**config.mk**
```make
export PLATFORM = sky130hd
export DESIGN_NAME = gas_sensor_frame_parser_core
export DESIGN_NICKNAME = d
export VERILOG_FILES = /design/src/rtl/core/gsfp_pkg.sv /design/src/rtl/core/gas_sensor_frame_parser_core.sv
export SDC_FILE = /design/constraint.sdc
export NUM_CORES = 1
export LEC_CHECK = 0
export BUFFER_PORTS_ARGS = -buffer_cell sky130_fd_sc_hd__buf_2
export CORE_MARGIN = 1
export CORE_UTILIZATION = 50
export DETAILED_ROUTE_END_ITERATION = 7
export GPL_ROUTABILITY_DRIVEN = 0
export HOLD_SLACK_MARGIN = 0.12
export MAX_ROUTING_LAYER = met4
export PLACE_DENSITY_LB_ADDON = 0.3
export SLEW_MARGIN = 20
export SYNTH_ARGS = -nofsm -noshare
export SYNTH_HDL_FRONTEND = slang
export SYNTH_SLANG_ARGS = --single-unit
```
**constraint.sdc**
```tcl
create_clock -name clock -period 3.9 [get_ports clock]
set_input_delay 0.195 -clock clock [delete_from_list [all_inputs] [get_ports clock]]
set_output_delay 0.195 -clock clock [all_outputs]
set_load 0.03 [all_outputs]
```
**src/rtl/core/gsfp_pkg.sv**
```systemverilog
// ----------------------------------------------------------------------------
// Gas sensor frame parser package
// Frame layout constants, register map and the result record.
// ----------------------------------------------------------------------------
`timescale 1ns / 1ps

package gsfp_pkg;

   localparam int BYTE_W      = 8;
   localparam int READING_W   = 16;
   localparam int COUNT_W     = 4;
   localparam int PENDING_DEPTH = 6;
   localparam int PENDING_IDX_W = $clog2(PENDING_DEPTH);

   // Frame positions: header at 0, readings at 2..7, checksum at 8.
   localparam logic [COUNT_W-1:0] FIRST_POS      = 4'd1;
   localparam logic [COUNT_W-1:0] FIRST_DATA_POS = 4'd2;
   localparam logic [COUNT_W-1:0] CHECKSUM_POS   = 4'd8;

   localparam logic [BYTE_W-1:0] HEADER_RESET = 8'h2C;

   // Register map
   localparam int CSR_DATA_W = 32;
   localparam int CSR_ADDR_W = 3;
   localparam int CSR_IDX_W  = CSR_ADDR_W - 2;
   localparam logic [CSR_IDX_W-1:0] CSR_IDX_HEADER = 1'b0;

   typedef struct packed {
      logic                 frame_valid;
      logic [READING_W-1:0] voc_reading;
      logic [READING_W-1:0] hcho_reading;
      logic [READING_W-1:0] co2_reading;
   } result_type;

endpackage

```
**src/rtl/core/gas_sensor_frame_parser_core.sv**
```systemverilog
// ----------------------------------------------------------------------------
// Gas sensor frame parser core: header hunt, 9-byte frame, additive checksum
// The result is registered at the checksum byte. Throughput: one byte per
// cycle, set by the single parse stage, while the one-entry skid is empty.
// Reset (synchronous): idle, readings 0, header register 0x2C, no result.
// ----------------------------------------------------------------------------
`timescale 1ns / 1ps

module gas_sensor_frame_parser_core (
   input  logic                               clock,
   input  logic                               reset,
   // input byte channel
   input  logic                               req_valid,
   output logic                               req_stall,
   input  logic [gsfp_pkg::BYTE_W-1:0]        req_rx_byte,
   // result channel
   output logic                               rsp_valid,
   input  logic                               rsp_stall,
   output logic                               rsp_frame_valid,
   output logic [gsfp_pkg::READING_W-1:0]     rsp_voc_reading,
   output logic [gsfp_pkg::READING_W-1:0]     rsp_hcho_reading,
   output logic [gsfp_pkg::READING_W-1:0]     rsp_co2_reading,
   // register port
   input  logic                               csr_psel,
   input  logic                               csr_penable,
   input  logic                               csr_pwrite,
   input  logic [gsfp_pkg::CSR_ADDR_W-1:0]    csr_paddr,
   input  logic [gsfp_pkg::CSR_DATA_W-1:0]    csr_pwdata,
   output logic [gsfp_pkg::CSR_DATA_W-1:0]    csr_prdata,
   output logic                               csr_pready
);

   logic [gsfp_pkg::BYTE_W-1:0]    header_ff;
   logic                           in_frame_ff, in_frame_in;
   logic [gsfp_pkg::COUNT_W-1:0]   byte_count_ff, byte_count_in;
   logic [gsfp_pkg::BYTE_W-1:0]    running_sum_ff, running_sum_in;
   logic [gsfp_pkg::READING_W-1:0] held_tvoc_ff, held_tvoc_in;
   logic [gsfp_pkg::READING_W-1:0] held_form_ff, held_form_in;
   logic [gsfp_pkg::READING_W-1:0] held_eco2_ff, held_eco2_in;
   logic [gsfp_pkg::BYTE_W-1:0]    pending_ff [gsfp_pkg::PENDING_DEPTH];

   gsfp_pkg::result_type           result;
   gsfp_pkg::result_type           out_ff, skid_ff;
   logic                           out_valid_ff, skid_valid_ff;

   logic                           req_fire;
   logic                           res_fire;
   logic                           pend_we;
   logic [gsfp_pkg::PENDING_IDX_W-1:0] pend_idx;
   logic                           sum_ok;
   logic                           out_free;
   logic                           csr_wr;
   logic [gsfp_pkg::CSR_IDX_W-1:0] csr_idx;

   // ------------------------------------------------------------------------
   // Register port
   // ------------------------------------------------------------------------
   assign csr_pready = 1'b1;
   assign csr_idx    = csr_paddr[gsfp_pkg::CSR_ADDR_W-1:2];
   assign csr_wr     = csr_psel && csr_penable && csr_pwrite && csr_pready;

   always_ff @(posedge clock) begin
      if (reset) begin
         header_ff <= gsfp_pkg::HEADER_RESET;
      end else if (csr_wr && (csr_idx == gsfp_pkg::CSR_IDX_HEADER)) begin
         header_ff <= csr_pwdata[gsfp_pkg::BYTE_W-1:0];
      end
   end

   always_comb begin
      if (csr_idx == gsfp_pkg::CSR_IDX_HEADER) begin
         csr_prdata = gsfp_pkg::CSR_DATA_W'(header_ff);
      end else begin
         csr_prdata = '0;
      end
   end

   // ------------------------------------------------------------------------
   // Frame parse
   // ------------------------------------------------------------------------
   assign req_stall = skid_valid_ff;
   assign req_fire  = req_valid && !req_stall;
   assign sum_ok    = (running_sum_ff == req_rx_byte);
   assign pend_idx  = gsfp_pkg::PENDING_IDX_W'(byte_count_ff - gsfp_pkg::FIRST_DATA_POS);

   always_comb begin
      in_frame_in    = in_frame_ff;
      byte_count_in  = byte_count_ff;
      running_sum_in = running_sum_ff;
      held_tvoc_in   = held_tvoc_ff;
      held_form_in   = held_form_ff;
      held_eco2_in   = held_eco2_ff;
      res_fire       = 1'b0;
      pend_we        = 1'b0;
      if (req_fire) begin
         if (!in_frame_ff) begin
            // hunt for the header; it opens the running sum
            if (req_rx_byte == header_ff) begin
               in_frame_in    = 1'b1;
               byte_count_in  = gsfp_pkg::FIRST_POS;
               running_sum_in = req_rx_byte;
            end
         end else if (byte_count_ff < gsfp_pkg::CHECKSUM_POS) begin
            running_sum_in = running_sum_ff + req_rx_byte;
            pend_we        = (byte_count_ff >= gsfp_pkg::FIRST_DATA_POS);
            byte_count_in  = byte_count_ff + 4'd1;
         end else begin
            // checksum byte: latch readings on a match, always emit
            res_fire = 1'b1;
            if (sum_ok) begin
               held_tvoc_in = {pending_ff[0], pending_ff[1]};
               held_form_in = {pending_ff[2], pending_ff[3]};
               held_eco2_in = {pending_ff[4], pending_ff[5]};
            end
            in_frame_in    = 1'b0;
            byte_count_in  = '0;
            running_sum_in = '0;
         end
      end
   end

   always_comb begin
      result.frame_valid  = sum_ok;
      result.voc_reading  = held_tvoc_in;
      result.hcho_reading = held_form_in;
      result.co2_reading  = held_eco2_in;
   end

   always_ff @(posedge clock) begin
      if (reset) begin
         in_frame_ff    <= 1'b0;
         byte_count_ff  <= '0;
         running_sum_ff <= '0;
         held_tvoc_ff   <= '0;
         held_form_ff   <= '0;
         held_eco2_ff   <= '0;
      end else begin
         in_frame_ff    <= in_frame_in;
         byte_count_ff  <= byte_count_in;
         running_sum_ff <= running_sum_in;
         held_tvoc_ff   <= held_tvoc_in;
         held_form_ff   <= held_form_in;
         held_eco2_ff   <= held_eco2_in;
      end
   end

   always_ff @(posedge clock) begin
      if (pend_we) begin
         pending_ff[pend_idx] <= req_rx_byte;
      end
   end

   // ------------------------------------------------------------------------
   // Output register with one-entry skid
   // ------------------------------------------------------------------------
   assign out_free = !out_valid_ff || !rsp_stall;

   always_ff @(posedge clock) begin
      if (reset) begin
         out_valid_ff  <= 1'b0;
         skid_valid_ff <= 1'b0;
      end else if (out_free) begin
         // input is stalled while the skid is full, so no new result then
         out_valid_ff  <= skid_valid_ff || res_fire;
         skid_valid_ff <= 1'b0;
      end else if (res_fire) begin
         skid_valid_ff <= 1'b1;
      end
   end

   always_ff @(posedge clock) begin
      if (out_free) begin
         out_ff <= skid_valid_ff ? skid_ff : result;
      end else if (res_fire) begin
         skid_ff <= result;
      end
   end

   assign rsp_valid        = out_valid_ff;
   assign rsp_frame_valid  = out_ff.frame_valid;
   assign rsp_voc_reading  = out_ff.voc_reading;
   assign rsp_hcho_reading = out_ff.hcho_reading;
   assign rsp_co2_reading  = out_ff.co2_reading;

endmodule

```
==> impl_metrics.ini <==
[status]
status = finished, final reports clean

[power]
power_uw = 4418
powerDensity_nw_per_um2 = 448.1
p_leak_uw = 0.004163
irDropWorstVdd_mv = 0.2582

[die]
rows = 47
dieArea_sq_um = 17650
initial_utilization_pct = 51.43
die_h_um = 132.8
core_area_sq_um = 16640
ios = 134
die_x_um = 132.8

[min_path]
whs_path_depth = 1
hold_class = in -> reg

[setup_path]
cp_max_fo = 48
critPathKind = in -> reg
crit_path_start_kind = input port
cp.arrival_ns = 3.14
cp_num_cells = 8
cp_cell_sequence = dlygate4sd3_1 -> buf_2 -> ha_1 -> nor3_1 -> and3_2 -> nand2b_4 -> mux2_2 -> mux2_2
slowest_stage = dlygate4sd3_1
ff2ff_path_depth = 5
crit_top_cell = mux2_2
cp_top_family = simple AND/OR/NAND/NOR gates
required_ns = 4.12
endpoint_kind = flip-flop
slowest_delay_ns = 0.52
critical_path_buf_inv_count = 2

[yosys]
syn_avg_cell_area_sq_um = 15.18
ys_types = 48
synth_area_leaders = edfxtp_1, dfxtp_1, mux2_2
seq_area_frac_synth_pct = 67.83
yosys.area.top_type_share_pct = 51.22
synth_warnings = 0
synth_edf_count = 146
async_flop_share_pct = 0
ys_ff_latch = 217
synth_flop_cell = edfxtp_1
synthCells = 564
syn_area_sq_um = 8559
synth_top_area_cell = edfxtp_1

[layout]
antennaDiodeCount = 0
layout_commonest_cell = edfxtp_1
drive_gt1_share_pct = 31.62
regArea_sq_um = 5807
num-fill-cells = 1292
final_nets = 725
multi_input_area_sq_um = 2544
final_cell_mix = edfxtp_1, buf_2, mux2_2
syn2layout_area_growth_pct = 15.17

[detailed_routing]
vias = 4691
vias_per_cell = 5.212
drc = 0
wl_um = 15410
ant_nets = 0
drtIter0Drc = 318
dr.pass1.iters = 4
wl_per_cell_um = 17.12

[clocking]
path_clk_slew_ns = 0.06
clk_latency_ns = 0.48
root_buffer = clkbuf_16
cts_tree = done
htreeDepth = 1
cts_buffer_depth = 3
cts_resized = 0
cts_num_sinks = 217
cts-buffers-inserted = 21

[global_route]
grt_usage_pct = 18.33
grt_overflow = 0
grt_max_degree = 53
grt_pass1_vias = 4604
grt_antenna_before_repair = 0
grt_pass1_wl_um = 24490

[timing]
fin_tns_setup_ns = 0
relSlewSlack_pct = 43.13
finalCritPeriodShare_pct = 74.78
grt_setup_unrepaired = false
tightest_slew_ns = 0.8499
finalHoldViolCount = 0
finalSetupViolCount = 0
slew_viol_final = 0
min_period_ns = 2.916
max_freq_mhz = 342.9
skew_ns = 0.008452

[placed_design]
dp_hpwl_um = 9155
port_buffers = 82

[run]
max-cap-violations = 0
[routing by layer]
layer	track usage (%)	wire, um	part of all wire, %	up-vias
met3	2.644	879	5.7	34
li1	-	-	-	2208
met5	-	0	0	-
met2	29.41	7563	49	166
met1	23.53	6558	43	2283
met4	7.280	407	2.6	0
[timing repair]
action	in CTS	in global routing
hold endpoints to repair	37	0
setup buffers	0	0
setup endpoints to repair	0	0
hold buffers	16	0
[cell families (layout without fill, tap and decap cells)]
logic type      count (synthesis)  count (layout)  share of synthesized area, %
compound gates                 54              54                         4.020
xor+xnor                       12              12                         1.228
fa+ha+maj                       9               9                         1.403
buf+inv                        50             143                         3.581
flops                         217             217                         67.83
mux                           100             100                         13.99
other cells                     2              25                       0.08774
simple gates                  120             120                         7.864
[flip-flops by register name, summed over array words and instances (netlist names)]
signal	cells
skid_ff	49
pending_ff	48
held_eco2_ff	16
held_form_ff	16
held_tvoc_ff	16
rsp_co2_reading	16
rsp_hcho_reading	16
rsp_voc_reading	16
header_ff	8
running_sum_ff	8
byte_count_ff	4
in_frame_ff	1
req_stall	1
rsp_frame_valid	1
rsp_valid	1
[area by class of cell]
class | instances | area share (%)
clock inverter | 7 | 0.5838
multi-input combinational | 320 | 25.80
clock buffer | 30 | 5.673
inverter | 4 | 0.1523
sequential | 217 | 58.90
timing repair buffer | 102 | 6.092
tap | 220 | 2.792
[power breakdown]
group          internal (uW)  switching (uW)  leakage (uW)
Sequential              2440            2.63       0.00217
Clock                   1060             781      0.000302
Combinational           39.8            96.8       0.00169
[cell usage after synthesis, drive strengths merged (2+ instances only)]
master,count
edfxtp,146
mux2,97
dfxtp,71
and2,49
buf,31
nand2,21
a21oi,20
clkbuf,15
nor2,14
nor2b,11
xnor2,10
a211oi,8
ha,8
o21ai,7
a22oi,5
nand3,5
inv,4
nand2b,4
nor3,4
o21a,4
mux2i,3
nand4,3
conb,2
nor4,2
o21bai,2
or3,2
xor2,2
[metrics by stage]
stage	std cells	util [%]	worst slack, ns	hold WS, ns	instance area, sq um
floorplan	587	-	0.07614	0.2939	8648
global route	900	59.24	0.9000	0.1273	9858
CTS	900	59.24	1.017	0.1252	9858
finish	900	59.24	0.9836	0.1373	9858
global placement	847	54.57	1.066	0.4117	9081
detailed placement	847	54.57	1.029	0.4156	9081
[worst paths after layout]
check                  from                   to  slack [ns]
max          req_rx_byte[3]  rsp_voc_reading[15]        0.98
min          req_rx_byte[5]     pending_ff[4][5]        0.14
max reg2reg       req_stall  rsp_voc_reading[15]        1.15
min reg2reg    header_ff[2]         header_ff[2]        0.51
Note: power is estimated with default switching activity, not from simulation.
